===== src/design/lcr_pkg.sv =====
// lcr_pkg: shared constants and the command type of the column realigner
// used by the front, queue, back and top level files; no dependencies
`default_nettype none

package lcr_pkg;

   // tab stop spacing and command queue depth defaults
   localparam int TAB_STOP    = 8;
   localparam int QUEUE_DEPTH = 4;

   // space count of one command: padding is at most 63, a tab run at most TAB_STOP
   localparam int CNT_W = 6;

   localparam int CFG_W = 6;
   localparam int IDX_W = 2;

   localparam logic [CFG_W-1:0] LABEL_COLUMN_RESET   = 6'd18;
   localparam logic [CFG_W-1:0] OPERAND_COLUMN_RESET = 6'd29;

   // register indexes
   localparam logic [IDX_W-1:0] REG_LABEL_COLUMN   = 2'd0;
   localparam logic [IDX_W-1:0] REG_OPERAND_COLUMN = 2'd1;

   localparam logic [7:0] CHAR_NUL   = 8'h00;
   localparam logic [7:0] CHAR_TAB   = 8'h09;
   localparam logic [7:0] CHAR_NL    = 8'h0A;
   localparam logic [7:0] CHAR_SPACE = 8'h20;
   localparam logic [7:0] CHAR_BANG  = 8'h21;

   // one queued command: a run of spaces, then optionally one byte
   typedef struct packed {
      logic [CNT_W-1:0] spaces;
      logic             has_byte;
      logic [7:0]       data;
      logic             stream_end;
   } lcr_cmd_type;

endpackage

`default_nettype wire


===== src/design/listing_column_realigner_core.sv =====
// Listing column realigner: each text line is copied verbatim up to the label
// column, then one field is copied, the blanks around it dropped, spaces pad to
// the operand column and later tabs become spaces; NUL ends the stream until
// reset. The front end takes one input byte per cycle whenever the command
// queue (QueueDepth entries, default 4) has room; the back end sends one result
// per cycle while the response side is ready, so an input byte that yields n
// results holds the back end for n results (up to 64 for a padding run, TabStop
// for a tab), and input stalls once the queue fills behind such a run. Bytes
// that yield no result (dropped blanks, anything after NUL) put nothing
// downstream, but they too wait while the queue is full. The configuration port
// is always ready; write it only while the block is idle.
`default_nettype none

module listing_column_realigner_core #(
   parameter int TabStop    = lcr_pkg::TAB_STOP,
   parameter int QueueDepth = lcr_pkg::QUEUE_DEPTH
) (
   input  wire                        clock,
   input  wire                        reset,
   input  wire                        req_tvalid,
   output logic                       req_tready,
   input  wire  [7:0]                 req_tdata,   // [7:0] in_byte
   output logic                       rsp_tvalid,
   input  wire                        rsp_tready,
   output logic [7:0]                 rsp_tdata,   // [7:0] out_byte
   output logic                       rsp_tlast,   // last_of_run
   output logic                       rsp_tuser,   // [0] stream_end
   input  wire                        csr_valid,
   output logic                       csr_ready,
   input  wire  [lcr_pkg::IDX_W-1:0]  csr_index,
   input  wire  [lcr_pkg::CFG_W-1:0]  csr_data
);
   import lcr_pkg::*;

   lcr_cmd_type push_cmd, pop_cmd;
   logic        push_valid, push_ready;
   logic        pop_valid, pop_ready;

   assign csr_ready = 1'b1;

   lcr_front #(
      .TabStop (TabStop)
   ) u_front (
      .clock      (clock),
      .reset      (reset),
      .req_valid  (req_tvalid),
      .req_ready  (req_tready),
      .req_data   (req_tdata),
      .csr_write  (csr_valid & csr_ready),
      .csr_index  (csr_index),
      .csr_data   (csr_data),
      .push_valid (push_valid),
      .push_ready (push_ready),
      .push_cmd   (push_cmd)
   );

   lcr_queue #(
      .Depth (QueueDepth)
   ) u_queue (
      .clock      (clock),
      .reset      (reset),
      .push_valid (push_valid),
      .push_ready (push_ready),
      .push_cmd   (push_cmd),
      .pop_valid  (pop_valid),
      .pop_ready  (pop_ready),
      .pop_cmd    (pop_cmd)
   );

   lcr_back u_back (
      .clock      (clock),
      .reset      (reset),
      .pop_valid  (pop_valid),
      .pop_ready  (pop_ready),
      .pop_cmd    (pop_cmd),
      .rsp_tvalid (rsp_tvalid),
      .rsp_tready (rsp_tready),
      .rsp_tdata  (rsp_tdata),
      .rsp_tlast  (rsp_tlast),
      .rsp_tuser  (rsp_tuser)
   );

endmodule

`default_nettype wire


===== src/design/lcr_front.sv =====
// lcr_front: accepts input bytes, tracks line phase and column, and turns
// each byte into at most one command for the back end; uses lcr_pkg
`default_nettype none

module lcr_front #(
   parameter int TabStop = lcr_pkg::TAB_STOP
) (
   input  wire                             clock,
   input  wire                             reset,
   input  wire                             req_valid,
   output logic                            req_ready,
   input  wire  [7:0]                      req_data,
   input  wire                             csr_write,
   input  wire  [lcr_pkg::IDX_W-1:0]       csr_index,
   input  wire  [lcr_pkg::CFG_W-1:0]       csr_data,
   output logic                            push_valid,
   input  wire                             push_ready,
   output lcr_pkg::lcr_cmd_type            push_cmd
);
   import lcr_pkg::*;

   localparam int TabW = $clog2(TabStop);

   localparam logic [2:0] PH_PREFIX      = 3'd0;
   localparam logic [2:0] PH_FIELD_START = 3'd1;
   localparam logic [2:0] PH_IN_FIELD    = 3'd2;
   localparam logic [2:0] PH_SKIP_PRE    = 3'd3;
   localparam logic [2:0] PH_SKIP_POST   = 3'd4;
   localparam logic [2:0] PH_OPERAND     = 3'd5;
   localparam logic [2:0] PH_DONE        = 3'd6;

   logic [CFG_W-1:0] label_ff;
   logic [CFG_W-1:0] operand_ff;
   logic [2:0]       phase_ff, phase_in, phase_eff;
   logic [7:0]       column_ff, column_in;
   logic [TabW-1:0]  col_mod_ff, col_mod_in;
   logic [TabW-1:0]  tab_off_ff, tab_off_in;
   logic             emit;
   logic             blank;
   logic [7:0]       col_step;
   logic [7:0]       col_pre;
   logic [7:0]       operand_wide;
   logic [7:0]       tab_run;
   logic             accept;

   function automatic logic [7:0] sat_add(input logic [7:0] a, input logic [7:0] n);
      logic [8:0] sum;
      sum = {1'b0, a} + {1'b0, n};
      return sum[8] ? 8'hFF : sum[7:0];
   endfunction

   assign accept       = req_valid & req_ready;
   assign req_ready    = push_ready;
   assign push_valid   = req_valid & emit;
   assign blank        = req_data[7] | (req_data < CHAR_BANG);
   assign col_step     = sat_add(column_ff, 8'd1);
   assign operand_wide = {2'b00, operand_ff};
   assign tab_run      = 8'(TabStop) - 8'(tab_off_ff);

   always_comb begin
      phase_in   = phase_ff;
      column_in  = column_ff;
      col_mod_in = col_mod_ff;
      tab_off_in = tab_off_ff;
      emit       = 1'b0;
      push_cmd.spaces     = '0;
      push_cmd.has_byte   = 1'b1;
      push_cmd.data       = req_data;
      push_cmd.stream_end = 1'b0;
      col_pre    = column_ff;
      phase_eff  = (phase_ff == PH_PREFIX && column_ff >= {2'b00, label_ff}) ?
                   PH_FIELD_START : phase_ff;

      if (phase_ff == PH_DONE) begin
         phase_in = PH_DONE;
      end else if (req_data == CHAR_NUL) begin
         emit                = 1'b1;
         push_cmd.stream_end = 1'b1;
         phase_in            = PH_DONE;
      end else if (req_data == CHAR_NL) begin
         emit       = 1'b1;
         phase_in   = PH_PREFIX;
         column_in  = '0;
         col_mod_in = '0;
         tab_off_in = '0;
      end else begin
         phase_in = phase_eff;
         case (phase_eff)
            PH_PREFIX: begin
               emit = 1'b1;
               if (req_data == CHAR_TAB) begin
                  column_in  = sat_add(column_ff, 8'(TabStop) - 8'(col_mod_ff));
                  col_mod_in = '0;
               end else begin
                  column_in  = col_step;
                  col_mod_in = (col_mod_ff == TabW'(TabStop - 1)) ? '0 : col_mod_ff + 1'b1;
               end
            end
            PH_FIELD_START: begin
               if (blank) begin
                  phase_in = PH_SKIP_PRE;
               end else begin
                  emit     = 1'b1;
                  phase_in = PH_IN_FIELD;
               end
            end
            PH_IN_FIELD: begin
               if (blank) begin
                  phase_in = PH_SKIP_POST;
               end else begin
                  emit      = 1'b1;
                  column_in = col_step;
               end
            end
            PH_SKIP_PRE, PH_SKIP_POST: begin
               if (!blank) begin
                  // field ended on a blank: that blank still takes one column
                  col_pre = (phase_eff == PH_SKIP_POST) ? col_step : column_ff;
                  emit    = 1'b1;
                  push_cmd.spaces = (col_pre < operand_wide) ?
                                    CNT_W'(operand_wide - col_pre) : '0;
                  column_in  = operand_wide + 8'd2;
                  tab_off_in = TabW'(1);
                  phase_in   = PH_OPERAND;
               end
            end
            PH_OPERAND: begin
               emit = 1'b1;
               if (req_data == CHAR_TAB) begin
                  push_cmd.spaces   = CNT_W'(tab_run);
                  push_cmd.has_byte = 1'b0;
                  column_in         = sat_add(column_ff, tab_run);
                  tab_off_in        = '0;
               end else begin
                  column_in  = col_step;
                  tab_off_in = (tab_off_ff == TabW'(TabStop - 1)) ? '0 : tab_off_ff + 1'b1;
               end
            end
            default: begin
               phase_in = PH_DONE;
            end
         endcase
      end
   end

   always_ff @(posedge clock) begin
      if (reset) begin
         label_ff   <= LABEL_COLUMN_RESET;
         operand_ff <= OPERAND_COLUMN_RESET;
         phase_ff   <= PH_PREFIX;
         column_ff  <= '0;
         col_mod_ff <= '0;
         tab_off_ff <= '0;
      end else begin
         if (csr_write && csr_index == REG_LABEL_COLUMN) begin
            label_ff <= csr_data;
         end
         if (csr_write && csr_index == REG_OPERAND_COLUMN) begin
            operand_ff <= csr_data;
         end
         if (accept) begin
            phase_ff   <= phase_in;
            column_ff  <= column_in;
            col_mod_ff <= col_mod_in;
            tab_off_ff <= tab_off_in;
         end
      end
   end

endmodule

`default_nettype wire


===== src/design/lcr_queue.sv =====
// lcr_queue: small command queue between front and back of the realigner
// register array with head and tail pointers; uses lcr_pkg
`default_nettype none

module lcr_queue #(
   parameter int Depth = lcr_pkg::QUEUE_DEPTH
) (
   input  wire                   clock,
   input  wire                   reset,
   input  wire                   push_valid,
   output logic                  push_ready,
   input  lcr_pkg::lcr_cmd_type  push_cmd,
   output logic                  pop_valid,
   input  wire                   pop_ready,
   output lcr_pkg::lcr_cmd_type  pop_cmd
);
   import lcr_pkg::*;

   localparam int PtrW = $clog2(Depth);
   localparam int CntW = $clog2(Depth + 1);

   lcr_cmd_type     slot_ff [Depth];
   logic [PtrW-1:0] wr_ptr_ff, rd_ptr_ff;
   logic [CntW-1:0] count_ff;
   logic            do_push, do_pop;

   assign push_ready = (count_ff != CntW'(Depth));
   assign pop_valid  = (count_ff != '0);
   assign pop_cmd    = slot_ff[rd_ptr_ff];
   assign do_push    = push_valid & push_ready;
   assign do_pop     = pop_valid & pop_ready;

   always_ff @(posedge clock) begin
      if (do_push) begin
         slot_ff[wr_ptr_ff] <= push_cmd;
      end
   end

   always_ff @(posedge clock) begin
      if (reset) begin
         wr_ptr_ff <= '0;
         rd_ptr_ff <= '0;
         count_ff  <= '0;
      end else begin
         if (do_push) begin
            wr_ptr_ff <= (wr_ptr_ff == PtrW'(Depth - 1)) ? '0 : wr_ptr_ff + 1'b1;
         end
         if (do_pop) begin
            rd_ptr_ff <= (rd_ptr_ff == PtrW'(Depth - 1)) ? '0 : rd_ptr_ff + 1'b1;
         end
         if (do_push && !do_pop) begin
            count_ff <= count_ff + 1'b1;
         end else if (do_pop && !do_push) begin
            count_ff <= count_ff - 1'b1;
         end
      end
   end

endmodule

`default_nettype wire


===== src/design/lcr_back.sv =====
// lcr_back: expands queued commands into result bytes, one per cycle unless
// the consumer stalls, through a registered output stage; uses lcr_pkg
`default_nettype none

module lcr_back (
   input  wire                   clock,
   input  wire                   reset,
   input  wire                   pop_valid,
   output logic                  pop_ready,
   input  lcr_pkg::lcr_cmd_type  pop_cmd,
   output logic                  rsp_tvalid,
   input  wire                   rsp_tready,
   output logic [7:0]            rsp_tdata,
   output logic                  rsp_tlast,
   output logic                  rsp_tuser
);
   import lcr_pkg::*;

   lcr_cmd_type work_ff;
   logic        work_valid_ff;
   logic        out_free;
   logic        gen;
   logic        finish;
   logic [7:0]  gen_data;
   logic        gen_last;
   logic        gen_end;

   assign out_free  = ~rsp_tvalid | rsp_tready;
   assign gen       = work_valid_ff & out_free;
   assign pop_ready = ~work_valid_ff | (gen & finish);

   always_comb begin
      if (work_ff.spaces != '0) begin
         gen_data = CHAR_SPACE;
         gen_last = (work_ff.spaces == CNT_W'(1)) & ~work_ff.has_byte;
         gen_end  = 1'b0;
         finish   = gen_last;
      end else begin
         gen_data = work_ff.data;
         gen_last = 1'b1;
         gen_end  = work_ff.stream_end;
         finish   = 1'b1;
      end
   end

   always_ff @(posedge clock) begin
      if (pop_valid && pop_ready) begin
         work_ff <= pop_cmd;
      end else if (gen && !finish) begin
         work_ff.spaces <= work_ff.spaces - 1'b1;
      end
      if (gen) begin
         rsp_tdata <= gen_data;
         rsp_tlast <= gen_last;
         rsp_tuser <= gen_end;
      end
   end

   always_ff @(posedge clock) begin
      if (reset) begin
         work_valid_ff <= 1'b0;
         rsp_tvalid    <= 1'b0;
      end else begin
         if (pop_valid && pop_ready) begin
            work_valid_ff <= 1'b1;
         end else if (gen && finish) begin
            work_valid_ff <= 1'b0;
         end
         if (gen) begin
            rsp_tvalid <= 1'b1;
         end else if (rsp_tready) begin
            rsp_tvalid <= 1'b0;
         end
      end
   end

`ifndef SYNTHESIS
   // stream end marker only on the final result of its byte
   a_end_is_last: assert property (@(posedge clock) disable iff (reset)
      rsp_tvalid && rsp_tuser |-> rsp_tlast)
      else $error("stream end without last flag");

   // every result ahead of the last one of a run is a padding space
   a_inner_is_space: assert property (@(posedge clock) disable iff (reset)
      rsp_tvalid && !rsp_tlast |-> rsp_tdata == CHAR_SPACE)
      else $error("non-space result inside a run");

   // a command that has used up its spaces must still hold a byte
   a_work_has_result: assert property (@(posedge clock) disable iff (reset)
      work_valid_ff && work_ff.spaces == '0 |-> work_ff.has_byte)
      else $error("empty command in back end");

   // an unfinished command stays in the working register
   a_work_holds: assert property (@(posedge clock) disable iff (reset)
      gen && !finish |=> work_valid_ff)
      else $error("command dropped before its last result");
`endif

endmodule

`default_nettype wire


===== config.mk =====
export PLATFORM = sky130hd
export DESIGN_NAME = listing_column_realigner_core
export DESIGN_NICKNAME = d
export VERILOG_FILES = /design/src/design/lcr_pkg.sv /design/src/design/listing_column_realigner_core.sv /design/src/design/lcr_front.sv /design/src/design/lcr_queue.sv /design/src/design/lcr_back.sv
export SDC_FILE = /design/constraint.sdc
export NUM_CORES = 1
export LEC_CHECK = 0
export BUFFER_PORTS_ARGS = -buffer_cell sky130_fd_sc_hd__buf_2
export CAP_MARGIN = 20
export CORE_AREA = 2 2 110 139
export CTS_BUF_LIST = sky130_fd_sc_hd__clkbuf_4 sky130_fd_sc_hd__clkbuf_8
export CTS_CLUSTER_DIAMETER = 50
export CTS_CLUSTER_SIZE = 28
export DETAILED_ROUTE_END_ITERATION = 10
export DIE_AREA = 0 0 112 141
export PLACE_DENSITY_LB_ADDON = 0.05
export SLEW_MARGIN = 15
export SYNTH_ARGS = -nofsm -noshare
export SYNTH_HDL_FRONTEND = slang
export SYNTH_SLANG_ARGS = --single-unit
export TNS_END_PERCENT = 100

===== constraint.sdc =====
create_clock -name clock -period 4.8 [get_ports clock]
set_clock_uncertainty 0.15 [all_clocks]
set_input_delay 0.24 -clock clock [delete_from_list [all_inputs] [get_ports clock]]
set_output_delay 0.24 -clock clock [all_outputs]
set_load 0.05 [all_outputs]

# == Word level (Yosys, flattened, before mapping) ==
# Memory sizes are Yosys's and may differ from the RTL's. A register that Yosys moved wholly into a read port is not among the register bits.
# Cells that the tools add are included.
# word_totals
ff_bits,64
n_memories,1
mem_bits_ro,0
output_inout_bits,13
elab_cells,155
ram_bits,64
latch_bits,0
# classes
addsub,14
n_mul,0
order_cmp,3
n_reduce_logical,30
n_shift,0
bitwise_logic,15
muxes,57
eq_ne,17
div,0
# mem_list
memory,depth,word_bits,rd,rd_ports_with_merged_regs,write_ports,line,rtl
u_queue.slot_ff,4,16,1,1,1,lcr_queue.sv:22,lcr_cmd_type slot_ff [Depth];
# ops
op,count
8-bit 2-to-1 mux,9
3-bit 2-to-1 mux,16
8-bit case mux with 4 select lines,1
7-bit 2-to-1 mux,4
6-bit 2-to-1 mux,4
8-bit by 8-bit adder with 9-bit output,2
8-bit by 4-bit equality test with 1-bit output (second input constant),2
3-bit equality test (second input constant),5
1-bit 2-to-1 mux,15
3-bit case mux with 4 select lines,1
6-bit case mux with 2 select lines,1
2-bit nonzero test,5
4-bit by 3-bit subtractor with 5-bit output (first input constant),2
3-bit by 1-bit adder with 3-bit output (second input constant),3
8-bit by 1-bit adder with 9-bit output (second input constant),1
3-bit inequality test (second input constant),3
8-bit by 6-bit greater-or-equal comparator with 1-bit output,1
1-bit logical AND,8
8-bit zero test,1
8-bit by 6-bit < comparator with 1-bit output,1
8-bit by 6-bit < comparator with 1-bit output (second input constant),1
2-bit 2-to-1 mux,4
6-bit by 2-bit adder with 7-bit output (second input constant),1
1-bit bitwise AND,7
24 further kinds,38

# == Depth between registers and ports, before layout ==
# logic_depth
depth_word,15
depth_mapped,14
ltp_nobuf,13

# == Hierarchy ==
# A second synthesis with hierarchy kept.
# hier_totals
hier_cells,650
area_unflattened_um2,7161.9
# modules_own_cells
module,area_each_um2,seq_area_each_um2,instances,cells_per_inst
lcr_front,3188.1,580.6,1,431
lcr_queue,2787.7,2102.0,1,132
lcr_back,1174.9,820.8,1,85
listing_column_realigner_core,11.3,0.0,1,2

# == Least setup slack after synthesis ==
# OpenSTA, ideal clock, no wires.
# synth_timing
kind,register -> register
from,reg u_front.column_ff[1]
to,"mem u_queue.slot_ff[0][13] (netlist name), data pin"
stages_incl_launch_ff,10
setup_slack_ns,1.634
arrival_time_ns,2.797
setup_time_ns,0.219
period_less_slack_ns,3.166
cell_sequence,dfxtp_1 > ha_1 > nand3_1 > nor2_1 > nor2_1 > a31oi_1 > ha_1 > a2111oi_0 > o2111ai_1 > o31ai_1
# synth_lines
element,line,rtl
from (decl),lcr_front.sv:35,"logic [7:0] column_ff, column_in;"
from (signal assigned),lcr_front.sv:163,column_ff <= column_in;
to (decl),lcr_queue.sv:22,

==> results.cfg <==
[status]
status = finished clean

[floorplanning]
core_area_um2 = 14640
ios = 34
dieHeight_um = 141
rows = 50
die_w_um = 112
die_area_um2 = 15790
initial_core_util_pct = 48.39

[clocking]
worstSkewPairLatency_ps = 450
cts_tree = yes
clkTransAtPathRegs_ps = 80
htreeDepth = 4
clkSinkCount = 130
cts_buffers = 17
clockBufferDepth = 2
cts_root_buf = clkbuf_8

[timing]
tightest_slew_ps = 865.6
tns_ps = 0
setup_viol = 0
whs_ps = 43.60
period_needed_ps = 3880
slew_headroom_pct = 41.69
rsz0062_at_grt = false
drv_slew = 0
period_share_pct = 80.84
finalHoldViolations = 0
fmax_mhz = 257.7

[routing]
vias_per_cell = 5.707
vias = 4942
totalWireLength_mm = 16.43
routedWlPerCell_um = 18.97
initialDrtViolationCount = 252
drtPass1Iterations = 5
drcViolationCount = 0
ant_nets = 0

[global_route]
grt_pass1_vias = 4969
grt_pass1_wl_mm = 26.08
grt_overflow = 0
grt_max_degree = 35
grt_usage_pct = 21.66
grt_antenna_before_repair = 0

[logic_synthesis]
synthDominantCellAreaShare_pct = 38.15
syn_inst = 621
synthArstFlopShare_pct = 0
synth_edf_count = 90
synth.net_count = 687
ys_types = 82
yosys_warnings = 0
syn_area_um2 = 7084
yosys.area.top_type = edfxtp_1
ys_seq_area_share_pct = 49.45
syn_avg_cell_area_um2 = 11.41
ys.flop_type = edfxtp_1
synth_area_leaders = edfxtp_1 (38%), dfxtp_1 (11%), ha_1 (7.2%)
synth_seq_cells = 130

[power_and_ir_drop]
power_density_nw_per_um2 = 496.7
vdd_drop_max_mv = 0.3387
p_leak_nw = 3.079

[critical_path]
r2r_start = u_front.column_ff[0]
ff2ff_setup_slack_ps = 920
end_kind = flip-flop
crit_fanout = 10
worst-path-buf-inv = 0
regToRegEndpoint = u_queue.slot_ff[0][13]
critPathTopFamily = compound AO/OA/AOI/OAI gates
critPathSlowestCell = dfxtp_1
crit_chain = ha_1 -> nand3_1 -> nor2_1 -> nor2_1 -> a31oi_1 -> ha_1 -> a2111oi_0 -> o2111ai_1 -> o31ai_1
worstRegToRegCells = 9
endpoint = u_queue.slot_ff[0][13]
slowest_delay_ps = 520
cp-start-kind = flip-flop
worstSetupStartpoint = u_front.column_ff[0]
required_ps = 4840
path_depth = 9
arrival_ps = 3920
critPathKind = reg -> reg

[layout]
area_growth_syn_to_layout_pct = 13.19
final_nets = 737
drive_above_1_share_pct = 16.37
final_util_pct = 54.78
antenna_cells = 0
fin_cells = 866
fillers = 1310

[place]
io_buffers = 32
hpwl_mm = 12.26
place_inst = 820
gp_congestion = 0.8974

[hold_path]
holdCritPathClass = in -> reg

[run]
maxCapViolCount = 0
==> cells in the mapped netlist, types with 5 or more instances <==
cell type,instances
edfxtp_1,90
nand2_1,44
inv_1,42
nor2_1,42
ha_1,41
dfxtp_1,40
o21ai_0,31
a21oi_1,29
and2_1,16
mux4_2,16
mux2i_1,15
nand3_1,14
nand2b_1,13
xor2_1,13
clkbuf_1,11
xnor2_1,11
nor3_1,9
a21o_1,7
a31oi_1,7
o22ai_1,6
a211o_1,5
buf_2,5
o211ai_1,5
o21ai_1,5
o221ai_1,5
==> worst register-to-register path: cells and delay by family (launching register included) <==
kind	cells	cell delay (ps)
AO/OA/AOI/OAI	4	1590
adder cells (fa/ha/maj)	2	650
AND/OR/NAND/NOR	3	710
flip-flops	1	520
==> cell type report <==
class	count	area (µm²)	area share, %
clock inverters	15	226.5	2.824
inverters	43	161.4	2.013
repair buffers	52	345.3	4.306
flip-flops and latches	130	3503	43.69
multi-input cells	427	3321	41.41
clock buffers	17	234.0	2.918
well taps	182	227.7	2.840
==> per-layer routing <==
metal | track usage [%] | routed length, µm | vias to the layer above
met4 | 12.07 | 672 | 0
met5 | 0 | 0 | -
met3 | 3.998 | 452 | 41
met2 | 39.52 | 8758 | 107
met1 | 23.59 | 6547 | 2387
li1 | - | - | 2407
==> registers in the layout, summed over array words and instances (netlist names), 3 cells and up, named ones only <==
name,count
u_back.rsp_tdata,8
u_back.work_ff,16
u_front.col_mod_ff,3
u_front.column_ff,8
u_front.label_ff,6
u_front.operand_ff,6
u_front.phase_ff,3
u_front.tab_off_ff,3
u_queue.count_ff,3
u_queue.slot_ff,64
==> cells in the final DEF, fill, tap and decap left out, drive strengths merged, types with 6 or more instances in the layout <==
master / count
and2: 16
nor2: 43
nand2: 44
mux2i: 15
a21oi: 32
nand3: 14
o21ai: 39
edfxtp: 90
o211ai: 6
inv: 47
xnor2: 11
dfxtp: 40
a31oi: 8
nand2b: 13
nor3: 10
dlygate4sd3: 14
o22ai: 6
mux4: 16
clkbuf: 17
ha: 41
xor2: 13
buf: 38
a21o: 7
==> cell families (layout without fill, tap and decap cells) <==
group / Yosys count / in the layout / synth area share, %
simple gates: 177 / 177 / 13.37
compound gates: 147 / 147 / 14.48
flops: 130 / 130 / 49.45
buf+inv: 64 / 127 / 3.779
fa+ha+maj: 45 / 45 / 8.372
mux: 33 / 33 / 7.524
xor+xnor: 24 / 24 / 2.967
other cells: 1 / 1 / 0.05293
==> worst min-delay path by stage <==
stage                 start               endpoint  slack [ps]  cells past startpoint
2_1_floorplan  req_tdata[0]  u_queue.slot_ff[0][1]         190                      0
3_3_place_gp    csr_data[1]    u_front.label_ff[1]         310                      2
3_5_place_dp    csr_data[1]    u_front.label_ff[1]         310                      2
4_1_cts        req_tdata[7]  u_queue.slot_ff[2][8]          10                      1
5_1_grt        req_tdata[7]  u_queue.slot_ff[2][8]          10                      1
6_report       req_tdata[7]  u_queue.slot_ff[2][8]          40                      1
==> report_power, final <==
group	switching [mW]	internal, mW	total, mW	leakage, nW
clock	0.451	0.623	1.07	0.225
sequential	0.152	1.48	1.63	1.17
combinational	0.761	0.518	1.28	1.68
total	1.36	2.62	3.98	3.08
==> timing repair <==
item / 4_1_cts / 5_1_grt
gates resized for setup: 0 / 0
setup buffers: 0 / 0
hold buffers: 14 / 0
hold endpoints to repair: 41 / 0
==> metrics by stage <==
step                total power, mW  setup WS [ps]  area [µm²]
finish                        3.983          919.5        8019
global route                  4.228          474.5        8019
CTS                           4.030          973.7        8014
detailed placement            2.933           1029        7413
global placement              2.897           1226        7413
floorplan                     2.583           1634        7084
(Power assumes the default switching activity.)
